File: src/rtl/rpc_ram.sv
// Generic single-port-write, single-port-read RAM with registered read data.
module rpc_ram #(
  parameter int WIDTH = 8,
  parameter int DEPTH = 16
) (
  input  logic                                   clk,
  input  logic                                   wr_en,
  input  logic [((DEPTH > 1) ? $clog2(DEPTH) : 1)-1:0] wr_addr,
  input  logic [WIDTH-1:0]                       wr_data,
  input  logic                                   rd_en,
  input  logic [((DEPTH > 1) ? $clog2(DEPTH) : 1)-1:0] rd_addr,
  output logic [WIDTH-1:0]                       rd_data
);
  logic [WIDTH-1:0] mem [DEPTH];

  // Write port and registered read port.
  always_ff @(posedge clk) begin
    if (wr_en) begin
      mem[wr_addr] <= wr_data;
    end
    if (rd_en) begin
      rd_data <= mem[rd_addr];
    end
  end
endmodule
File: config.mk
export PLATFORM = sky130hd
export DESIGN_NAME = rpc_ram
export DESIGN_NICKNAME = d
export VERILOG_FILES = /design/src/rtl/rpc_ram.sv
export SDC_FILE = /design/constraint.sdc
export NUM_CORES = 1
export LEC_CHECK = 0
export BUFFER_PORTS_ARGS = -buffer_cell sky130_fd_sc_hd__buf_2
export CAP_MARGIN = 15
export CORE_UTILIZATION = 40
export DETAILED_ROUTE_END_ITERATION = 12
export PLACE_DENSITY = 0.66
export REMOVE_ABC_BUFFERS = 1
export SLEW_MARGIN = 20
export SYNTH_ARGS = -nofsm -noshare
export SYNTH_HDL_FRONTEND = slang
export SYNTH_SLANG_ARGS = --single-unit
File: constraint.sdc
create_clock -name clk -period 1.85 [get_ports clk]
set_input_delay 0.0925 -clock clk [delete_from_list [all_inputs] [get_ports clk]]
set_output_delay 0.0925 -clock clk [all_outputs]
set_load 0.1 [all_outputs]
## Word level (Yosys, flattened, before mapping)

Memories as Yosys holds them, arrays and structs flattened. A register that Yosys moved wholly into a read port is not among the register bits.
Index checks and enable logic that the tools add are counted.

- Output and inout bits: 8
- Bits in writable memories: 128
- Bits in registers: 0
- Memories kept: 1
- Input port bits: 19

Memories:

| name | depth | bits a word | rd ports | clocked after memory_dff | wr ports | line | RTL |
|---|---|---|---|---|---|---|---|
| mem | 16 | 8 | 1 | 1 | 1 | 14 | `logic [WIDTH-1:0] mem [DEPTH];` |

- Muxes and demuxes: 2

Operator list:

| kind | count |
|---|---|
| $mux W1 | 2 |

## Logic depth before layout (Yosys ltp)

Gate-level depths: netlist (run 1).

- Word-level depth: 2
- Depth in mapped cells: 5
- Mapped depth without buffers: 3

## Worst setup path after synthesis (run 1)

No wires, ideal clock.

- Kind: input to register
- Start point: input wr_addr[2] (netlist bit)
- End point: memory mem[0][0], enable pin
- Stages: 2
- Path slack: 265 ps
- Data arrival time: 1202 ps
- Path through: or3b_2 nor3_1

RTL lines:

| what | line | RTL |
|---|---|---|
| start: declaration | 8 | `input logic [((DEPTH > 1) ? $clog2(DEPTH) : 1)-1:0] wr_addr,` |
| end: declaration | 14 |  |

No word-level cell before the write port.

==> metrics.md, run 1 <==
| Metric | Value |
|---|---|
| Clock Path Buffers | `2` |
| Most common cell after layout, fill and taps aside | `edfxtp_1` |
| GPL Wtd Cong | `0.706` |
| Largest net degree at the start of global routing | `33` |
| Synth Instances | `229` |
| Post-route ant nets | `0` |
| Period Utilization, post-route | `0.842` |
| Power Density | `1190 nW/µm²` |
| Via count | `2491` |
| Sequential fraction of the synthesis area | `0.781` |
| Max-cap violations | `0` |
| # rows | `41` |
| Status | `finished, final reports clean` |
| Fmax | `642 MHz` |
| # port buffers | `26` |
| Total Power | `7.49 mW` |
| RSZ-0062 raised after global routing | `no` |
| Setup crit end kind | `register` |
| Worst r2r dst | `rd_data[7]$_DFFE_PP_` |
| Layout overhead on the synthesized area | `20.8%` |
| Final Critical Period | `1.56 ns` |
| Clk_skew | `0.00371 ns` |
| R2R setup slack | `0.29 ns` |
| WP data required | `1.98 ns` |
| Final TNS setup | `0 ns` |
| Leak | `2.14 nW` |
| H-tree Lvls | `4` |
| Ranking of synthesized cells by area | `edfxtp_1 (78%), mux4_2 (7.8%), mux4_1 (7.0%), a22oi_1 (2.3%), nor2_1 (0.93%)` |
| Grt total ovfl | `0` |
| Ant. Diodes | `0` |
| Initial antenna violation count | `0` |
| Type of the worst setup path | `reg -> reg` |
| Yosys warns | `0` |
| First-pass GRT wire length | `15.0 mm` |
| Max-slew violation count | `0` |
| I/O pin count | `27` |
| Setup Buffers After CTS | `0` |
| Initial Utilization | `0.413` |
| DIE HEIGHT | `116 µm` |
| Vias in the first global route | `2575` |
| CTS root buf | `clkbuf_16` |
| Critical R2R Launch | `mem[1][7]$_DFFE_PP_` |
| Crit path to | `rd_data[7]$_DFFE_PP_` |
| Cts hold-fix bufs | `0` |
| Peak-usage layer in the global routing report | `met2` |
| Wirelength per Cell | `21.4 µm` |
| Worst-path fanout max | `1` |
| Hold WC Path Type | `in -> reg` |
| Synth top area share | `0.781` |
| Chip Width | `116 µm` |
| Clock-pin slew on the worst setup and hold paths | `0.06 ns` |
| Post-Syn Area | `5230 µm²` |
| Worst slew pin tran | `0.499 ns` |
| Final #Nets | `304` |
| M3 GR Usage | `0.0426` |
| Netlist cell types | `18` |
| R2R depth | `3` |
| Detailed Route Iter0 Violations | `247` |
| Vias per inst | `5.30` |
| CP startpoint | `mem[1][7]$_DFFE_PP_` |
| Count of final hold-check violations | `0` |
| Met2 GRT Util | `0.256` |
| CTS tree | `yes` |
| Commonest cells after routing, fill and taps aside | `edfxtp_1 (136), buf_2 (26), mux4_2 (18), buf_4 (18), clkbuf_16 (17)` |
| Clk Latency, worst-skew pair | `0.41 ns` |
| Cts repair resizes | `0` |
| DIE AREA | `13500 µm²` |
| Residual DRC | `0` |
| Core area | `12700 µm²` |
| Post-DP HPWL | `6.37 mm` |
| Share of layout cells above drive strength 1 | `0.319` |
| CTS Buf Count | `17` |
| Worst path arrival time | `1.69 ns` |
| Total wire length | `10.0 mm` |
| Maximum VDD drop | `0.000771 V` |
| Clk sinks | `136` |
| Yosys top cell by area | `edfxtp_1` |
| Final setup viols | `0` |
| Drt pass-1 iters | `5` |
| GRT Total Usage | `0.165` |
| Element type at the critical path start | `register` |
| Post-synthesis register bit count | `136` |
| Met1 GRT Util | `0.213` |
| Syn Area/Cell | `22.8 µm²` |
| Rel. slew slack | `0.669` |
==> sequential cells by signal (all words and copies together), names as in the netlist <==
signal   cells
mem        128
rd_data      8
==> worst max-delay path, stage by stage, from the launching register on <==
cell and delay, ns:
edfxtp_1 0.37, mux4_2 0.45, a22oi_1 0.30, nand2_1 0.17
==> power breakdown <==
group | leakage, nW | switching [mW] | total, mW | internal (mW)
Clock | 0.301 | 1.20 | 3.57 | 2.37
Sequential | 1.24 | 0.0167 | 3.49 | 3.47
Combinational | 0.598 | 0.291 | 0.432 | 0.141
==> cells in the mapped netlist, drive strengths merged <==
cell / instances
or3b: 1
nor3: 4
nand3b: 2
mux4: 32
edfxtp: 136
clkdlybuf4s25: 3
and2: 1
buf: 7
nand3: 1
a22oi: 16
nand2: 9
and2b: 1
nor2b: 1
nor2: 13
nand2b: 2
==> cell families (layout without fill, tap and decap cells) <==
group                  after synthesis  in the layout  synth area share
DFF                                136            136             0.781
and+or+nand+nor                     35             35            0.0314
muxes                               32             32             0.148
AOI/OAI and AO/OA                   16             16            0.0230
buffers and inverters               10             79            0.0165
==> per-layer routing <==
metal / part of all wire / vias to the layer above
met1: 0.43 / 1295
li1: - / 1093
met3: 0.051 / 19
met4: 0.030 / 0
met5: 0 / -
met2: 0.49 / 84
==> how the worst min path moves through the flow <==
stage	from	endpoint	slack [ns]	depth (start not counted)
floorplan	wr_data[0]	mem[0][0]$_DFFE_PP_	0.19	0
global placement	rd_en	rd_data[5]$_DFFE_PP_	0.48	1
finish	rd_en	rd_data[2]$_DFFE_PP_	0.06	1
global route	rd_en	rd_data[3]$_DFFE_PP_	0.06	1
CTS	rd_en	rd_data[5]$_DFFE_PP_	0.04	1
detailed placement	rd_en	rd_data[5]$_DFFE_PP_	0.48	1
==> layout make-up <==
class,count,area (µm²)
Fill cell,1015,6360
Sequential cell,136,4080
Multi-Input combinational cell,83,1060
Clock buffer,17,425
Timing Repair Buffer,47,325
Tap cell,172,215
Clock inverter,15,208
==> through the flow <==
step                utilization  worst slack [ns]  instance area [µm²]  hold WS (ns)  cells
global route              0.498             0.229                 6310        0.0570    470
global placement          0.448             0.183                 5680         0.476    438
finish                    0.498             0.292                 6310        0.0560    470
CTS                       0.498             0.296                 6310        0.0430    470
detailed placement        0.448             0.155                 5680         0.477    438
floorplan                     -             0.265                 5140         0.191    219
(Power assumes the default switching activity.)
==> run 2, diff against run 1 <==
==> constraint.sdc (replaced) <==
create_clock -name clk -period 1.6 [get_ports clk]
set_input_delay 0.08 -clock clk [delete_from_list [all_inputs] [get_ports clk]]
set_output_delay 0.08 -clock clk [all_outputs]
set_load 0.1 [all_outputs]
==> run 2 against run 1 <==
  * Non-clock buffer count grew 6
  * Core utilization grew 1.0 points
  * Via count grew 1.2%
  * Global-route usage grew 0.36 points
  * Die area is the same
  * Final area grew 2.0%
  * Sequential share of layout area shrank 1.3 points
  * Wire length is essentially flat
  * Fmax grew 5.0%
  * Largest power group unchanged
  * Sequential cell count is the same
==> metrics.md, run 2 (synthesis gave the netlist of run 1 again) <==
| Metric | Value |
|---|---|
| DIE HEIGHT | `116 µm (unchanged)` |
| Biggest register | `mem` |
| Setup ws final | `0.116 ns (-0.175 ns)` |
| Clk_skew | `0.00630 ns (+0.00259 ns)` |
| Worst-path cell chain | `mux4_1, a22oi_1, nand2_1` |
| Commonest cells after routing, fill and taps aside | `edfxtp_1 (136), buf_2 (26), buf_4 (25)` |
| Core area | `12700 µm² (unchanged)` |
| Top sig layer | `met4` |
| Element type at the critical path start | `register` |
| Largest registers | `mem x128, rd_data x8` |
| CTS Buf Count | `17 (unchanged)` |
| Max-slew violation count | `0 (unchanged)` |
| Hold WC Path Type | `in -> reg` |
| Grt total ovfl | `0 (unchanged)` |
| GRT Total Usage | `0.169 (+0.00357)` |
| CP max stage delay | `0.55 ns (+0.10 ns)` |
| Levels on crit path | `3 (unchanged)` |
| Clk sinks | `136 (unchanged)` |
| Met1 Routed Length | `4.26 mm (-1.2%)` |
| Chip Width | `116 µm (unchanged)` |
| WL met2 | `4.96 mm (+0.92%)` |
| Clk Latency, worst-skew pair | `0.41 ns (about the same)` |
| H-tree Lvls | `4 (unchanged)` |
| DIE AREA | `13500 µm² (unchanged)` |
| Residual DRC | `0 (unchanged)` |
| Initial antenna violation count | `0 (unchanged)` |
| Ant. Diodes | `0 (unchanged)` |
| Max FFs per register | `128 (unchanged)` |
| Routed wl met3 | `629 µm (+22%)` |
| Place WS | `-0.0350 ns (-0.190 ns)` |
| Cts repair resizes | `0 (unchanged)` |
| Maximum VDD drop | `0.000728 V (-5.6%)` |
| Detailed Route Iter0 Violations | `276 (+12%)` |
| Largest net degree at the start of global routing | `33 (unchanged)` |
| Cts hold-fix bufs | `0 (unchanged)` |
| Final Critical Period | `1.48 ns (-0.0748 ns)` |
| First-pass GRT wire length | `15.4 mm (+2.4%)` |
| Final setup viols | `0 (unchanged)` |
| Most common cell after layout, fill and taps aside | `edfxtp_1` |
| Power Density | `1440 nW/µm² (+22%)` |
| Period Utilization, post-route | `0.927 (+0.0849)` |
| Setup crit end kind | `register` |
| Max-cap violations | `0 (unchanged)` |
| Count of final hold-check violations | `0 (unchanged)` |
| Clock-pin slew on the worst setup and hold paths | `0.06 ns (about the same)` |
| Final #Nets | `310 (+2.0%)` |
| Placed insts | `444 (+1.4%)` |
| CTS root buf | `clkbuf_16` |
| # port buffers | `26 (unchanged)` |
| Drt pass-1 iters | `4 (-1)` |
| Wirelength per Cell | `21.2 µm (-0.98%)` |
| Leak | `2.20 nW (+3.2%)` |
| Worst-path fanout max | `1 (unchanged)` |
| # rows | `41 (unchanged)` |
| GPL Wtd Cong | `0.732 (+3.7%)` |
| CTS tree | `yes` |
| Status | `finished, final reports clean` |
| I/O pin count | `27 (unchanged)` |
| R2R depth | `3 (unchanged)` |
| Delay-heaviest family, CP | `multiplexers` |
| Initial Utilization | `0.413 (unchanged)` |
| Setup Buffers After CTS | `0 (unchanged)` |
| RSZ-0062 raised after global routing | `no` |
| Post-route ant nets | `0 (unchanged)` |
| Post-DP HPWL | `6.25 mm (-2.0%)` |
| Worst Path Buf+Inv | `0 (unchanged)` |
| Post-route insts no fill | `475 (+1.1%)` |
| Type of the worst setup path | `reg -> reg` |
| Worst path arrival time | `1.64 ns (-0.05 ns)` |
| Clock Path Buffers | `2 (unchanged)` |
| Hold Path Depth | `1 (unchanged)` |
| Fmax | `674 MHz (+5.0%)` |
| Vias in the first global route | `2676 (+3.9%)` |
| Rel. slew slack | `0.669 (about the same)` |
| Total wire length | `10.1 mm (about the same)` |
| Via count | `2520 (+1.2%)` |
| Share of layout cells above drive strength 1 | `0.337 (+0.0178)` |
| Highest-delay cell along the critical path | `mux4_1` |
| Layout overhead on the synthesized area | `23.2%` |
| Worst slew pin tran | `0.500 ns (+0.000680 ns)` |
| Vias per inst | `5.31 (about the same)` |
| WP data required | `1.76 ns (-0.22 ns)` |
## run 2: metrics by stage
step | util | area (µm²) | hold slack (ns) | total power, mW | setup TNS (ns)
after floorplan | - | 5140 | 0.179 | 4.39 | 0
after global placement | 0.451 | 5710 | 0.457 | 4.60 | -0.0534
after detailed placement | 0.451 | 5710 | 0.455 | 4.61 | -0.0805
after CTS | 0.508 | 6440 | 0.0104 | 9.38 | 0
after global routing | 0.508 | 6440 | 0.0168 | 9.55 | 0
final | 0.508 | 6440 | 0.0396 | 9.30 | 0
## run 2: power by group
part	switching [mW]	total (mW)	internal [mW]
logic	0.336	0.502	0.166
clock network	1.39	4.76	3.37
registers	0.0178	4.03	4.02
total	1.74	9.30	7.56
## run 2: cell type report
cell class | count | area (µm²)
fill | 991 | 6230
sequential | 136 | 4080
multi-input combinational | 83 | 1060
clock buffer | 17 | 425
timing repair buffer | 53 | 358
clock inverter | 14 | 302
tap | 172 | 215
## run 2: worst register-to-register path: cells and delay by family, from the launching register on
kind             cells  cell delay, ns
AO/OA/AOI/OAI        1            0.24
flip-flops           1            0.36
multiplexers         1            0.55
AND/OR/NAND/NOR      1            0.08
## run 2: per-layer routing
metal  GRT usage  vias up
met5           0        -
met4      0.0974        0
met3      0.0410       17
met2       0.268       95
met1       0.212     1299
li1            -     1109
## run 2: final timing paths
| kind | start | to | slack [ns] |
|---|---|---|---|
| setup reg to reg | mem[5][3]$_DFFE_PP_ | rd_data[3]$_DFFE_PP_ | 0.12 |
| setup / recovery | mem[5][3]$_DFFE_PP_ | rd_data[3]$_DFFE_PP_ | 0.12 |
| hold / removal | rd_en | rd_data[7]$_DFFE_PP_ | 0.04 |
| hold reg to reg | mem[12][6]$_DFFE_PP_ | rd_data[6]$_DFFE_PP_ | 0.74 |
==> run 3, diff against run 2 <==
--- a/config.mk
+++ b/config.mk
@@ -7,9 +7,9 @@
 export LEC_CHECK = 0
 export BUFFER_PORTS_ARGS = -buffer_cell sky130_fd_sc_hd__buf_2
 export CAP_MARGIN = 15
-export CORE_UTILIZATION = 40
+export CORE_UTILIZATION = 55
 export DETAILED_ROUTE_END_ITERATION = 12
-export PLACE_DENSITY = 0.66
+export PLACE_DENSITY = 0.83
 export REMOVE_ABC_BUFFERS = 1
 export SLEW_MARGIN = 20
 export SYNTH_ARGS = -nofsm -noshare
==> constraint.sdc (replaced) <==
create_clock -name clk -period 1.73 [get_ports clk]
set_input_delay 0.0865 -clock clk [delete_from_list [all_inputs] [get_ports clk]]
set_output_delay 0.0865 -clock clk [all_outputs]
set_load 0.1 [all_outputs]
==> run 3 against run 2 <==
  * Combinational power is 4.8% lower
  * Clock power is 24% lower
  * Global-route usage is 6.6 points higher
  * Core utilization is 17 points higher
  * Fmax is 3.5% lower
  * Sequential share of layout area is 1.3 points higher
  * Clock-buffer cell count is 1 higher
  * Hold slack better by 0.12 ns
  * Largest power group is now sequential cells
==> metrics.md, run 3 (synthesis gave the netlist of run 1 again) <==
| Metric | Value |
|---|---|
| Vias per inst | `6.00 (+13%)` |
| Rel. slew slack | `0.671 (+0.00200)` |
| Worst path arrival time | `1.81 ns (+0.17 ns)` |
| Share of total power in combinational logic | `0.061 (+0.007)` |
| Residual DRC | `0 (unchanged)` |
| Largest net degree at the start of global routing | `33 (unchanged)` |
| Final Critical Period | `1.54 ns (+0.0535 ns)` |
| Post-route ant nets | `0 (unchanged)` |
| Post-DP HPWL | `6.23 mm (-0.38%)` |
| Setup ws final | `0.193 ns (+0.0765 ns)` |
| Final TNS setup | `0 ns (unchanged)` |
| Area of the multi-input gates | `1060 µm² (unchanged)` |
| Final #Nets | `314 (+1.3%)` |
| Chip Width | `99.5 µm (-14%)` |
| Status | `finished, final reports clean` |
| Peak-usage layer in the global routing report | `met2` |
| Met2 GRT Util | `0.386 (+0.117)` |
| M3 GR Usage | `0.0541 (+0.0131)` |
| RSZ-0062 raised after global routing | `no` |
| Met1 GRT Util | `0.298 (+0.0857)` |
| Biggest register | `mem` |
| P_int | `6.20 mW (-18%)` |
| Detailed Route Iter0 Violations | `226 (-18%)` |
| Period Utilization, post-route | `0.889 (-0.0388)` |
| WP data required | `2.00 ns (+0.24 ns)` |
| Grt total ovfl | `0 (unchanged)` |
| Count of final hold-check violations | `0 (unchanged)` |
| Max-cap violations | `0 (unchanged)` |
| Reg area | `4080 µm² (unchanged)` |
| Filler cells | `541 (-45%)` |
| Layout overhead on the synthesized area | `20.7%` |
| Worst-path fanout max | `1 (unchanged)` |
| Max-slew violation count | `0 (unchanged)` |
| Switch Pwr | `1.65 mW (-5.2%)` |
| Cts hold-fix bufs | `9 (+9)` |
| Clk sinks | `136 (unchanged)` |
| CTS tree | `yes` |
| Clock Path Buffers | `2 (unchanged)` |
| Maximum VDD drop | `0.000589 V (-19%)` |
| I/O pin count | `27 (unchanged)` |
| Setup crit end kind | `register` |
| Wirelength per Cell | `24.4 µm (+15%)` |
| # port buffers | `26 (unchanged)` |
| Worst slew pin tran | `0.497 ns (-0.00303 ns)` |
| Leak | `2.16 nW (-1.9%)` |
| Final setup viols | `0 (unchanged)` |
| Commonest cells after routing, fill and taps aside | `edfxtp_1 (136), buf_2 (26), buf_4 (20)` |
| GRT Total Usage | `0.235 (+0.0665)` |
| Hold WC Path Type | `in -> reg` |
| CTS root buf | `clkbuf_8` |
| Initial Utilization | `0.566 (+0.153)` |
| DIE AREA | `9900 µm² (-27%)` |
| Element type at the critical path start | `register` |
| Initial antenna violation count | `0 (unchanged)` |
| Type of the worst setup path | `reg -> reg` |
| Fmax | `651 MHz (-3.5%)` |
| First-pass GRT wire length | `15.8 mm (+2.2%)` |
| Cts repair resizes | `0 (unchanged)` |
| Sw Share | `0.210 (+0.0230)` |
| Setup Buffers After CTS | `0 (unchanged)` |
| Clock power frac | `0.463 (-0.049)` |
| Share of layout cells above drive strength 1 | `0.313 (-0.0239)` |
| Ant. Diodes | `0 (unchanged)` |
| CTS Buf Count | `17 (unchanged)` |
| Power Density | `1240 nW/µm² (-14%)` |
| Via count | `2616 (+3.8%)` |
| Clk_skew | `0.00619 ns (-0.000112 ns)` |
| Clk Latency, worst-skew pair | `0.52 ns (+0.11 ns)` |
| Clock-pin slew on the worst setup and hold paths | `0.06 ns (about the same)` |
| Min Hold Slack | `0.156 ns (+0.116 ns)` |
| GPL Wtd Cong | `0.745 (+1.8%)` |
| # rows | `35 (-15%)` |
| Post-route insts no fill | `436 (-8.2%)` |
| Drt pass-1 iters | `5 (+1)` |
| Max FFs per register | `128 (unchanged)` |
| Placed insts | `396 (-11%)` |
| Most common cell after layout, fill and taps aside | `edfxtp_1` |
| Core area | `9240 µm² (-27%)` |
| Sequential share of power | `0.476 (+0.042)` |
| Place WS | `0.0487 ns (+0.0836 ns)` |
| DIE HEIGHT | `99.5 µm (-14%)` |
| Vias in the first global route | `2646 (-1.1%)` |
| Final Util | `0.683 (+0.175)` |
| Total wire length | `10.6 mm (+5.6%)` |
| Largest registers | `mem x128, rd_data x8` |
| H-tree Lvls | `4 (unchanged)` |
==> run 3: changes by cell type in the layout (fill, tap and decap cells not counted), sizes merged <==
cell         change
clkinv           +5
buf              -5
clkinvlp         -1
clkbuf           +1
bufinv           -5
dlygate4sd3      +9
==> run 3: power groups by stage <==
stage               Sequential, mW  Combinational (mW)  Clock, mW
floorplan                     3.91               0.148          0
global placement              3.80               0.445          0
detailed placement            3.80               0.458          0
CTS                           3.74               0.479       3.65
global route                  3.74               0.502       3.78
finish                        3.73               0.478       3.63
==> run 3: critical path, cell delays in order (launching register included) <==
cell and delay (ns):
edfxtp_1 0.41, mux4_1 0.55, a22oi_1 0.25, nand2_1 0.08
==> run 3: cell type report <==
| type | count | area share |
|---|---|---|
| clock buffers | 18 | 0.0662 |
| clock inverters | 13 | 0.0285 |
| multi-input cells | 83 | 0.168 |
| flip-flops and latches | 136 | 0.647 |
| well taps | 129 | 0.0256 |
| repair buffers | 57 | 0.0650 |
==> run 3: worst paths after layout <==
kind / end / startpoint / cells after the start / slack [ns]
hold reg to reg: rd_data[2]$_DFFE_PP_ / mem[8][2]$_DFFE_PP_ / 3 / 0.76
hold / removal: mem[4][4]$_DFFE_PP_ / wr_addr[0] / 3 / 0.16
setup reg to reg: rd_data[2]$_DFFE_PP_ / mem[6][2]$_DFFE_PP_ / 3 / 0.19
setup / recovery: rd_data[2]$_DFFE_PP_ / mem[6][2]$_DFFE_PP_ / 3 / 0.19
==> run 3: routing by layer <==
metal | vias to the layer above | routed length (µm)
met1 | 1334 | 4110
met5 | - | 0
met2 | 142 | 5360
met4 | 0 | 256
met3 | 22 | 893
li1 | 1118 | -
==> run 3: through the flow <==
| step | power, mW | area, µm² |
|---|---|---|
| 2_1_floorplan | 4.06 | 5140 |
| 3_3_place_gp | 4.24 | 5620 |
| 3_5_place_dp | 4.26 | 5620 |
| 4_1_cts | 7.87 | 6310 |
| 5_1_grt | 8.02 | 6310 |
| 6_report | 7.85 | 6310 |
